## config.mk

```make
export PLATFORM = sky130hd
export DESIGN_NAME = asd_queue
export DESIGN_NICKNAME = d
export VERILOG_FILES = /design/src/design/asd_pkg.sv /design/src/design/asd_queue.sv
export SDC_FILE = /design/constraint.sdc
export NUM_CORES = 1
export LEC_CHECK = 0
export ABC_AREA = 1
export BUFFER_PORTS_ARGS = -buffer_cell sky130_fd_sc_hd__buf_2
export CAP_MARGIN = 15
export CORE_MARGIN = 2
export CORE_UTILIZATION = 33
export CTS_CLUSTER_SIZE = 20
export DETAILED_ROUTE_END_ITERATION = 10
export PLACE_DENSITY_LB_ADDON = 0.1
export SLEW_MARGIN = 20
export SYNTH_ARGS = -nofsm -noshare
export SYNTH_HDL_FRONTEND = slang
export SYNTH_SLANG_ARGS = --single-unit
```

## constraint.sdc

```tcl
create_clock -name clk -period 2.9 [get_ports clk]
set_input_delay 0.145 -clock clk [delete_from_list [all_inputs] [get_ports clk]]
set_output_delay 0.145 -clock clk [all_outputs]
set_load 0.01 [all_outputs]
```

## src/design/asd_pkg.sv

```systemverilog
// shared types, constants and the block pair table of the superframe deinterleaver
package asd_pkg;

  // store size default, handed to the top level parameter
  localparam int BUFFER_BYTES_DEF = 16384;
  // entries of the queue between front and back
  localparam int QUEUE_DEPTH      = 4;
  // address field of a queue entry, wide enough for the largest store
  localparam int ENTRY_AW         = 16;

  // interleave modes
  localparam logic [1:0] MODE_PLAIN = 2'd0;
  localparam logic [1:0] MODE_INT4  = 2'd1;
  localparam logic [1:0] MODE_SIPR  = 2'd2;

  // result status codes
  localparam logic [1:0] ST_ACCEPT = 2'd0;
  localparam logic [1:0] ST_BYTE   = 2'd1;
  localparam logic [1:0] ST_EMPTY  = 2'd2;
  localparam logic [1:0] ST_REJECT = 2'd3;

  // configuration register indexes
  localparam logic [2:0] REG_MODE   = 3'd0;
  localparam logic [2:0] REG_ROWS   = 3'd1;
  localparam logic [2:0] REG_FRAME  = 3'd2;
  localparam logic [2:0] REG_CODED  = 3'd3;
  localparam logic [2:0] REG_PACKET = 3'd4;

  // sipr nibble blocks; block size is bytes/48, taken as (bytes >> 4) / 3
  localparam logic [6:0]  SIPR_BLOCKS = 7'd96;
  // divide by three as a multiply by ceil(2^17/3) and a shift, exact below 2^17
  localparam logic [16:0] DIV3_RECIP  = 17'd43691;
  localparam int          DIV3_SHIFT  = 17;

  // nibble masks
  localparam logic [7:0] NIB_LO_MASK = 8'h0F;
  localparam logic [7:0] NIB_HI_MASK = 8'hF0;

  // command codes
  localparam logic CMD_WRITE = 1'b0;
  localparam logic CMD_READ  = 1'b1;

  // operations handed from front to back
  typedef enum logic [2:0] {
    OP_CLEAR,
    OP_WRITE,
    OP_STATUS,
    OP_READ,
    OP_NIB_LO,
    OP_NIB_HI
  } op_t;

  typedef struct packed {
    op_t                 op;
    logic [ENTRY_AW-1:0] addr;
    logic [7:0]          data;
    logic                sel;
    logic [1:0]          status;
    logic                key;
    logic                pend;
    logic                send;
  } qentry_t;

  // front sequencer states
  typedef enum logic [1:0] {
    FS_CLEAR,
    FS_DERIVE,
    FS_IDLE,
    FS_SIPR2
  } fstate_t;

  // sipr block exchange partner, block itself when unpaired
  function automatic logic [6:0] sipr_partner(input logic [6:0] b);
    logic [6:0] p;
    p = b;
    case (b)
      7'd0:  p = 7'd63;  7'd63: p = 7'd0;
      7'd1:  p = 7'd22;  7'd22: p = 7'd1;
      7'd2:  p = 7'd44;  7'd44: p = 7'd2;
      7'd3:  p = 7'd90;  7'd90: p = 7'd3;
      7'd5:  p = 7'd81;  7'd81: p = 7'd5;
      7'd7:  p = 7'd31;  7'd31: p = 7'd7;
      7'd8:  p = 7'd86;  7'd86: p = 7'd8;
      7'd9:  p = 7'd58;  7'd58: p = 7'd9;
      7'd10: p = 7'd36;  7'd36: p = 7'd10;
      7'd12: p = 7'd68;  7'd68: p = 7'd12;
      7'd13: p = 7'd39;  7'd39: p = 7'd13;
      7'd14: p = 7'd73;  7'd73: p = 7'd14;
      7'd15: p = 7'd53;  7'd53: p = 7'd15;
      7'd16: p = 7'd69;  7'd69: p = 7'd16;
      7'd17: p = 7'd57;  7'd57: p = 7'd17;
      7'd19: p = 7'd88;  7'd88: p = 7'd19;
      7'd20: p = 7'd34;  7'd34: p = 7'd20;
      7'd21: p = 7'd71;  7'd71: p = 7'd21;
      7'd24: p = 7'd46;  7'd46: p = 7'd24;
      7'd25: p = 7'd94;  7'd94: p = 7'd25;
      7'd26: p = 7'd54;  7'd54: p = 7'd26;
      7'd28: p = 7'd75;  7'd75: p = 7'd28;
      7'd29: p = 7'd50;  7'd50: p = 7'd29;
      7'd32: p = 7'd70;  7'd70: p = 7'd32;
      7'd33: p = 7'd92;  7'd92: p = 7'd33;
      7'd35: p = 7'd74;  7'd74: p = 7'd35;
      7'd38: p = 7'd85;  7'd85: p = 7'd38;
      7'd40: p = 7'd56;  7'd56: p = 7'd40;
      7'd42: p = 7'd87;  7'd87: p = 7'd42;
      7'd43: p = 7'd65;  7'd65: p = 7'd43;
      7'd45: p = 7'd59;  7'd59: p = 7'd45;
      7'd48: p = 7'd79;  7'd79: p = 7'd48;
      7'd49: p = 7'd93;  7'd93: p = 7'd49;
      7'd51: p = 7'd89;  7'd89: p = 7'd51;
      7'd55: p = 7'd95;  7'd95: p = 7'd55;
      7'd61: p = 7'd76;  7'd76: p = 7'd61;
      7'd67: p = 7'd83;  7'd83: p = 7'd67;
      7'd77: p = 7'd80;  7'd80: p = 7'd77;
      default: p = b;
    endcase
    return p;
  endfunction

endpackage

```

## src/design/asd_queue.sv

```systemverilog
// short fifo of operations between front and back
module asd_queue #(
  parameter int DEPTH = asd_pkg::QUEUE_DEPTH
) (
  input  logic             clk,
  input  logic             rst_n,
  input  logic             push,
  input  asd_pkg::qentry_t push_entry,
  input  logic             pop,
  output asd_pkg::qentry_t head,
  output logic             empty,
  output logic             full
);
  import asd_pkg::*;

  localparam int PTRW = $clog2(DEPTH);
  localparam int CNTW = $clog2(DEPTH + 1);

  qentry_t         slots_r [DEPTH];
  logic [PTRW-1:0] wptr_r, wptr_nxt, rptr_r, rptr_nxt;
  logic [CNTW-1:0] cnt_r, cnt_nxt;

  assign empty = cnt_r == '0;
  assign full  = cnt_r == CNTW'(DEPTH);
  assign head  = slots_r[rptr_r];

  // pointer and count update
  always_comb begin
    wptr_nxt = wptr_r;
    rptr_nxt = rptr_r;
    cnt_nxt  = cnt_r;
    if (push) begin
      wptr_nxt = (wptr_r == PTRW'(DEPTH - 1)) ? '0 : wptr_r + PTRW'(1);
    end
    if (pop) begin
      rptr_nxt = (rptr_r == PTRW'(DEPTH - 1)) ? '0 : rptr_r + PTRW'(1);
    end
    if (push && !pop) cnt_nxt = cnt_r + CNTW'(1);
    if (pop && !push) cnt_nxt = cnt_r - CNTW'(1);
  end

  always_ff @(posedge clk) begin
    if (!rst_n) begin
      wptr_r <= '0;
      rptr_r <= '0;
      cnt_r  <= '0;
    end else begin
      wptr_r <= wptr_nxt;
      rptr_r <= rptr_nxt;
      cnt_r  <= cnt_nxt;
    end
  end

  // slot storage
  always_ff @(posedge clk) begin
    if (push) begin
      slots_r[wptr_r] <= push_entry;
    end
  end

endmodule

```

==> impl_metrics.csv, run 1 <==
group,metric,value,unit
run_status,status,"completed",
global_routing,track_usage,13.71,%
logic_synthesis,synth-seq-area-share,77.22,%
timing,hold_viol_final,0,
cts,clk_pin_slew_worst_paths,0.06,ns
logic_synthesis,yosysUniqueCellTypes,20,
pwr,leakagePower,2.455,nW
timing,setup_tns,0,ns
timing,worst_pin_slew,0.8999,ns
timing,clock_skew,0.005595,ns
place,numPortBuffers,71,
floorplan,io_pins,72,
final_layout,nets,530,
cts,cts_tree,"done",
cts,clk_latency,0.42,ns
pwr,worst_ir_drop_vdd,0.0003859,V
logic_synthesis,syn-num-nets,423,
global_routing,grt_max_degree,67,
route,drc,0,
critical_path,cp.required,2.76,ns
global_routing,busiest_layer,"met2",
critical_path,r2r_cells,4,
timing,fin_crit,2.248,ns
route,drt_iter0_markers,240,
global_routing,grt_pass1_vias,3416,
route,first_pass_iters,4,
logic_synthesis,synthCells,379,
floorplan,die_h,131.5,um
pwr,power_density,736.5,nW/um^2
cts,htree_num_levels,4,
cts,cts_root_buffer,"clkbuf_16",
cts,cts_hold_buf,34,
global_routing,overflow,0,
floorplan,die_w,131.5,um
cts,post_cts_resized,0,
final_layout,area_growth,26.93,%
floorplan,die-area,17300,um^2
final_layout,drive_gt1_share,21.64,%
cts,cts_setup_buffers,0,
floorplan,core_area,15890,um^2
place,post_dp_cell_area,5866,um^2
place,dp_cells,649,
final_layout,final-instance-count-excl-fill,715,
timing,rsz0062_at_grt,"no",
logic_synthesis,synth_area_per_cell,14.16,um^2
place,dp_hpwl,6211,um
hold_path,min_path_cells,3,
flow_run,cap_violations,0,
critical_path,crit_fanout,49,
final_layout,stdcell_area,6812,um^2
global_routing,grt_use_met2,22.60,%
critical_path,startpoint_type,"flop",
floorplan,rows,46,
critical_path,critical_path_class,"reg -> out",
logic_synthesis,ys_ff_latch,141,
route,viasPerCell,4.643,
global_routing,grt_use_met1,16.86,%
critical_path,cp-end-kind,"output port",
timing,finalMaxSlewViolations,0,
place,place.gp.congestion,0.6741,
timing,setup_violations,0,
logic_synthesis,ys_warn_count,0,
route,wl_per_cell,15.90,um
cts,clk_path_buf_depth,2,
global_routing,grt_antenna_before_repair,0,
logic_synthesis,syn-cell-area,5366,um^2
timing,timing.final.crit_share,77.52,%
global_routing,grt_pass1_wl,17970,um
hold_path,hp-class,"in -> reg",
cts,cts.sinks,141,
floorplan,start_util,33.78,%
route,via_count,3320,
route,antenna_left,0,
route,totalWireLength,11370,um
final_layout,diodes,0,
global_routing,grt_util_met3,4.668,%
critical_path,cp_data_arrival_time,2.10,ns
timing,slew_headroom,39.92,%
cts,cts_made_buffers,17,
timing,max_clock_freq,0.4448,GHz
## Yosys cell counts, drive strengths merged
cell type,n,share of area [%]
inv,18,1.3
nand2,8,0.56
buf,17,2.5
nand3,1,0.093
nor2,71,5.0
ha,6,1.4
nand4,1,0.12
clkbuf,3,0.26
edfxtp,132,74
a21oi,5,0.47
nor3,4,0.37
fa,1,0.37
o21ai,70,6.5
o22ai,33,3.8
dfxtp,9,3.4
## through the flow
stage          power (W)  hold WS [ns]  utilization, %  setup WS, ns
2_1_floorplan   0.002646        0.2439               -         1.270
3_3_place_gp    0.002822        0.3640           36.93         1.113
3_5_place_dp    0.002829        0.3629           36.93         1.030
4_1_cts         0.005088       0.05790           42.88        0.5734
5_1_grt         0.005231       0.08988           42.88        0.4528
6_report        0.005016       0.07021           42.88        0.6518
## sequential cells by signal, indices dropped and copies added (netlist names), named ones only
register,flops
slots_r,132
cnt_r,3
rptr_r,2
wptr_r,2
## path summary, 6_finish.rpt
check / startpoint / to / slack, ns
max: flop / head[11] / 0.65
min: pop / rptr_r[1] / 0.07
max reg2reg: wptr_r[0] / slots_r[0][17] / 1.21
min reg2reg: wptr_r[1] / wptr_r[1] / 0.54
## cell type report
class / instances / area (um^2)
sequential: 141 / 4145
inverter: 18 / 67.56
clock buffer: 19 / 432.9
clock inverter: 13 / 172.7
fill: 1531 / 9074
timing repair buffer: 108 / 718.2
tap: 216 / 270.3
multi-input combinational: 200 / 1005
## critical path, stage by stage, from the launching register on
cell and delay (ns):
dfxtp_2 0.32, inv_2 0.59, buf_4 0.35, o21ai_0 0.10
o22ai_1 0.15, buf_2 0.15
## cells by family after synthesis
logic type,Yosys count,synth area share [%]
flip-flops,141,77.22
AND/OR/NAND/NOR,85,6.109
buffers and inverters,38,4.057
AO/OA/AOI/OAI,108,10.84
adder cells (fa/ha/maj),7,1.772
## where the power goes
| part | switching (W) | total, W | internal [W] |
|---|---|---|---|
| combinational | 0.000291 | 0.000461 | 0.000170 |
| sequential | 0.0000235 | 0.00235 | 0.00232 |
| clock | 0.000784 | 0.00221 | 0.00143 |
## routing by layer
layer  vias up  part of all wire (%)
li1       1622                     -
met1      1619                    46
met2        69                    49
met3        10                   4.7
met4         0                   1.2
met5         -                     0
## cell usage in the layout (no fill, tap or decap), types with 3 or more instances in the layout
| cell type | netlist | layout |
|---|---|---|
| buf_2 | 7 | 71 |
| inv_2 | 2 | 6 |
| o21ai_1 | 18 | 18 |
| clkinv_1 | 0 | 3 |
| nor2_1 | 71 | 71 |
| buf_4 | 3 | 3 |
| clkbuf_16 | 0 | 17 |
| o22ai_1 | 33 | 33 |
| bufinv_16 | 0 | 4 |
| edfxtp_1 | 132 | 132 |
| dfxtp_1 | 9 | 8 |
| nand2_1 | 8 | 8 |
| ha_1 | 6 | 6 |
| inv_1 | 16 | 12 |
| nor3_1 | 4 | 4 |
| clkinvlp_4 | 0 | 3 |
| a21oi_1 | 5 | 5 |
| dlygate4sd3_1 | 0 | 34 |
| o21ai_0 | 52 | 52 |
(Power assumes the default switching activity.)
==> inputs of run 2 (changes only) <==
Clock period 2.9 ns to 2.27 ns, I/O delays scaled along.
==> impl_metrics.csv, run 2 (synthesis results as in run 1) <==
group,metric,value,unit
route,wl_per_cell,15.44,um
cts,cts.sinks,141,
floorplan,start_util,33.78,%
global_routing,grt_util_met3,4.244,%
cts,cts_root_buffer,"clkbuf_16",
critical_path,cp-end-kind,"output port",
timing,clock_skew,0.006831,ns
global_routing,grt_pass1_wl,17480,um
route,first_pass_iters,4,
critical_path,cp_data_arrival_time,1.78,ns
final_layout,nets,537,
floorplan,core_area,15890,um^2
timing,timing.final.crit_share,83.22,%
floorplan,die_w,131.5,um
route,totalWireLength,11150,um
timing,setup_tns,0,ns
critical_path,startpoint_type,"flop",
final_layout,drive_gt1_share,22.53,%
cts,htree_num_levels,4,
pwr,internal_power,0.004909,W
cts,clk_path_buf_depth,2,
critical_path,worstReg2RegEnd,"slots_r[0][31]",
cts,cts_hold_buf,34,
flow_run,cap_violations,0,
global_routing,grt_max_degree,42,
pwr,leakagePower,2.507,nW
cts,post_cts_resized,0,
timing,setup_violations,0,
final_layout,layout_common_cells,"132 x edfxtp_1, 71 x nor2_1, 71 x buf_2, 52 x o21ai_0, 34 x dlygate4sd3_1",
critical_path,cp.required,2.16,ns
pwr,p_seq_share,47.5,%
critical_path,timing.rr.start,"wptr_r[0]",
pwr,clockPowerShare,42.8,%
route,drt_iter0_markers,176,
final_layout,fill_cells,1513,
critical_path,r2r_cells,5,
timing,finalMaxSlewViolations,0,
route,antenna_left,0,
global_routing,grt_use_met2,20.80,%
cts,clk_latency,0.41,ns
final_layout,largest_register_ffs,132,
global_routing,overflow,0,
pwr,p_sw_share,22.18,%
global_routing,busiest_layer,"met2",
pwr,switching_power,0.001400,W
final_layout,diodes,0,
pwr,combPwrFrac,9.7,%
timing,max_clock_freq,0.5294,GHz
timing,fin_crit,1.889,ns
floorplan,io_pins,72,
critical_path,critical_path_class,"reg -> out",
final_layout,reg_top3,"slots_r x132, cnt_r x3",
place,dp_hpwl,6358,um
hold_path,hp-class,"in -> reg",
critical_path,crit_fanout,33,
global_routing,grt_pass1_vias,3221,
floorplan,die_h,131.5,um
global_routing,grt_antenna_before_repair,0,
run_status,status,"completed",
cts,clk_pin_slew_worst_paths,0.05,ns
route,via_count,3323,
timing,slew_headroom,57.47,%
cts,cts_made_buffers,17,
cts,cts_setup_buffers,0,
floorplan,rows,46,
timing,hold_viol_final,0,
global_routing,track_usage,13.42,%
hold_path,min_path_cells,3,
route,viasPerCell,4.602,
final_layout,area_growth,28.35,%
timing,rsz0062_at_grt,"no",
pwr,worst_ir_drop_vdd,0.0005093,V
final_layout,seqCellArea,4145,um^2
final_layout,final_common_cell,"edfxtp_1",
timing,timing.hold.ws,0.04697,ns
timing,worst_pin_slew,0.6370,ns
place,numPortBuffers,71,
critical_path,ff2ff_setup_slack,0.81,ns
global_routing,grt_use_met1,17.60,%
pwr,power_density,916.0,nW/um^2
final_layout,top_register,"slots_r",
place,place.gp.congestion,0.7235,
floorplan,die-area,17300,um^2
hold_path,worstHoldStart,"pop",
cts,cts_tree,"done",
final_layout,multi_input_comb_area,1005,um^2
route,drc,0,
[run 2: cell count changes in the layout (fill, tap and decap cells not counted), moves of 2 or more]
cell,before,now
buf_12,0,4
buf_4,3,6
clkinvlp_4,3,0
clkinv_1,3,5
[run 2: area by class of cell]
cell class	instances	area share (%)
Clock inverter	14	2.180
Inverter	18	0.9809
Sequential cell	141	60.18
Tap cell	216	3.924
Multi-Input combinational cell	200	14.59
Timing Repair Buffer	115	11.92
Clock buffer	18	6.231
[run 2: power by group through the flow]
| stage | combinational [W] | clock, W | sequential [W] |
|---|---|---|---|
| 2_1_floorplan | 0.000334 | 0 | 0.00305 |
| 5_1_grt | 0.000685 | 0.00289 | 0.00300 |
| 4_1_cts | 0.000629 | 0.00278 | 0.00299 |
| 3_5_place_dp | 0.000582 | 0 | 0.00305 |
| 3_3_place_gp | 0.000578 | 0 | 0.00305 |
| 6_report | 0.000612 | 0.00270 | 0.00299 |
[run 2: worst max-delay path by stage]
| stage | start | depth (start not counted) | end |
|---|---|---|---|
| 2_1_floorplan | wptr_r[0] | 3 | slots_r[3][0] |
| 3_3_place_gp | wptr_r[0] | 5 | slots_r[0][26] |
| 3_5_place_dp | wptr_r[0] | 4 | slots_r[1][25] |
| 4_1_cts | flop | 4 | head[15] |
| 5_1_grt | flop | 4 | head[32] |
| 6_report | flop | 4 | head[15] |
[run 2: critical path, stage by stage (launching register included)]
cell	delay, ns
dfxtp_1	0.32
inv_2	0.47
o21ai_0	0.20
o22ai_1	0.21
buf_2	0.17
[run 2: routing by layer]
| layer | part of all wire [%] | vias to the layer above |
|---|---|---|
| met5 | 0 | - |
| met4 | 0.77 | 0 |
| met3 | 4.7 | 8 |
| met2 | 48 | 77 |
| met1 | 47 | 1605 |
| li1 | - | 1633 |
[run 2: through the flow]
step / worst slack (ns) / std cells / util, % / total power, W / cell area, um^2
after floorplan: 0.6402 / 379 / - / 0.003381 / 5366
after global placement: 0.8063 / 656 / 37.57 / 0.003626 / 5968
after detailed placement: 0.7693 / 656 / 37.57 / 0.003631 / 5968
after CTS: 0.3226 / 722 / 43.36 / 0.006400 / 6888
after global routing: 0.2194 / 722 / 43.36 / 0.006577 / 6888
final: 0.3809 / 722 / 43.36 / 0.006309 / 6888
==> inputs of run 3 (changes only) <==
Clock period 2.27 ns to 1.9 ns, I/O delays scaled along.
==> impl_metrics.csv, run 3 (synthesis results as in run 1) <==
group,metric,value,unit
critical_path,critPathMaxStageDelay,0.33,ns
cts,htree_num_levels,4,
place,dp_hpwl,6664,um
critical_path,critPathTopFamily,"buffers and inverters",
floorplan,rows,46,
global_routing,grt_max_degree,67,
critical_path,ff2ff_setup_slack,0.56,ns
critical_path,slowest_stage,"dfxtp_1",
pwr,combPwrFrac,10.2,%
cts,cts.sinks,141,
timing,finalMaxSlewViolations,0,
final_layout,layout_common_cells,"132 x edfxtp_1, 71 x nor2_1, 71 x buf_2, 52 x o21ai_0, 34 x dlygate4sd3_1",
hold_path,hp-class,"in -> reg",
global_routing,grt_pass1_vias,3319,
pwr,switching_power,0.001639,W
critical_path,crit_fanout,13,
route,wl_per_cell,15.83,um
cts,cts_made_buffers,17,
final_layout,reg_top3,"slots_r x132, cnt_r x3",
final_layout,top_register,"slots_r",
global_routing,track_usage,13.91,%
critical_path,crit_chain,"inv_2 -> buf_4 -> o21ai_0 -> o22ai_1 -> buf_2",
route,totalWireLength,11530,um
critical_path,path_depth,5,
critical_path,cp-end-kind,"output port",
cts,cts_tree,"done",
final_layout,nets,543,
floorplan,die_h,131.5,um
critical_path,crit_buf_inv,3,
critical_path,r2r_cells,5,
critical_path,timing.rr.start,"wptr_r[0]",
cts,clk_path_buf_depth,2,
timing,fin_crit,1.766,ns
route,drt_iter0_markers,176,
global_routing,overflow,0,
floorplan,die-area,17300,um^2
route,antenna_left,0,
timing,setup_tns,0,ns
route,via_count,3360,
cts,cts_root_buffer,"clkbuf_16",
run_status,status,"completed",
cts,clk_pin_slew_worst_paths,0.05,ns
final_layout,drive_gt1_share,22.85,%
critical_path,critical_path_class,"reg -> out",
route,first_pass_iters,4,
route,drc,0,
timing,rsz0062_at_grt,"no",
global_routing,grt_pass1_wl,18170,um
critical_path,cp_data_arrival_time,1.67,ns
final_layout,area_growth,28.30,%
timing,setup_violations,0,
pwr,p_seq_share,48.5,%
critical_path,worstReg2RegEnd,"slots_r[0][31]",
critical_path,crit_path_end,"head[13]",
place,place.gp.congestion,0.6855,
global_routing,grt_antenna_before_repair,0,
pwr,power_density,1072,nW/um^2
floorplan,core_area,15890,um^2
flow_run,cap_violations,0,
cts,clk_latency,0.41,ns
pwr,p_sw_share,22.21,%
floorplan,io_pins,72,
pwr,internal_power,0.005740,W
final_layout,final_common_cell,"edfxtp_1",
final_layout,largest_register_ffs,132,
route,viasPerCell,4.615,
timing,timing.hold.ws,0.03197,ns
timing,max_clock_freq,0.5663,GHz
place,numPortBuffers,71,
final_layout,fill_cells,1512,
floorplan,start_util,33.78,%
final_layout,fin_util,43.34,%
timing,slew_headroom,78.64,%
timing,clock_skew,0.006319,ns
timing,hold_viol_final,0,
critical_path,startpoint_type,"flop",
timing,worst_pin_slew,0.3203,ns
timing,timing.final.crit_share,92.94,%
final_layout,diodes,0,
floorplan,die_w,131.5,um
pwr,clockPowerShare,41.3,%
critical_path,cp.required,1.80,ns
pwr,worst_ir_drop_vdd,0.0006347,V
pwr,leakagePower,2.509,nW
[run 3: changes by cell type in the layout (fill, tap and decap cells not counted)]
| cell | change |
|---|---|
| buf_12 | -1 |
| buf_4 | +7 |
| bufinv_16 | -1 |
| clkbuf_1 | +4 |
| clkinv_1 | -1 |
| clkinv_4 | -2 |
| clkinvlp_4 | +1 |
| inv_2 | -1 |
| inv_4 | +1 |
| inv_6 | -1 |
[run 3: layout make-up]
| class | instances | area [um^2] | area share, % |
|---|---|---|---|
| Sequential cell | 141 | 4145 | 60.20 |
| Timing Repair Buffer | 121 | 853.3 | 12.39 |
| Tap cell | 216 | 270.3 | 3.925 |
| Multi-Input combinational cell | 200 | 1005 | 14.59 |
| Inverter | 18 | 70.07 | 1.018 |
| Clock inverter | 10 | 97.59 | 1.417 |
| Clock buffer | 22 | 444.2 | 6.451 |
[run 3: per-stage QoR]
step	setup WS, ns	instances	power, W	cell area (um^2)
after CTS	0.05184	728	0.007474	6883
final	0.1341	728	0.007378	6885
after floorplan	0.2702	379	0.004039	5366
after global placement	0.5274	662	0.004346	6001
after detailed placement	0.4721	662	0.004357	6001
after global routing	0.03058	728	0.007677	6885
[run 3: power groups by stage]
stage	clock network, W	registers, W	logic [W]
floorplan	0	0.00364	0.000399
global placement	0	0.00364	0.000704
detailed placement	0	0.00364	0.000714
CTS	0.00312	0.00358	0.000771
global route	0.00325	0.00359	0.000841
finish	0.00305	0.00358	0.000750
[run 3: per-layer routing]
layer	vias up	GRT usage [%]	part of all wire, %
met5	-	0	0
li1	1643	-	-
met2	75	22.63	48
met4	0	5.254	1.2
met3	14	3.858	4.7
met1	1628	17.73	47
[run 3: timing repair]
item,in CTS,in global routing
hold buffers,34,0
setup endpoints to repair,0,4
setup buffers,0,0
hold endpoints to repair,141,0
resized for setup,0,2
[run 3: worst min-delay path by stage]
| stage | start | endpoint | slack [ns] | cells past startpoint |
|---|---|---|---|---|
| 4_1_cts | pop | flop | 0.02 | 3 |
| 5_1_grt | pop | rptr_r[1] | 0.06 | 3 |
| 3_3_place_gp | push_entry[16] | slots_r[0][16] | 0.31 | 1 |
| 6_report | pop | rptr_r[1] | 0.03 | 3 |
| 3_5_place_dp | push_entry[1] | slots_r[0][1] | 0.31 | 1 |
| 2_1_floorplan | push_entry[0] | slots_r[0][0] | 0.19 | 0 |
[run 3: tightest hold or removal path: cells and delay by family]
family	cells	cell delay, ns
buffers and inverters	1	0.11
AOI/OAI and AO/OA	1	0.08
and+or+nand+nor	1	0.11
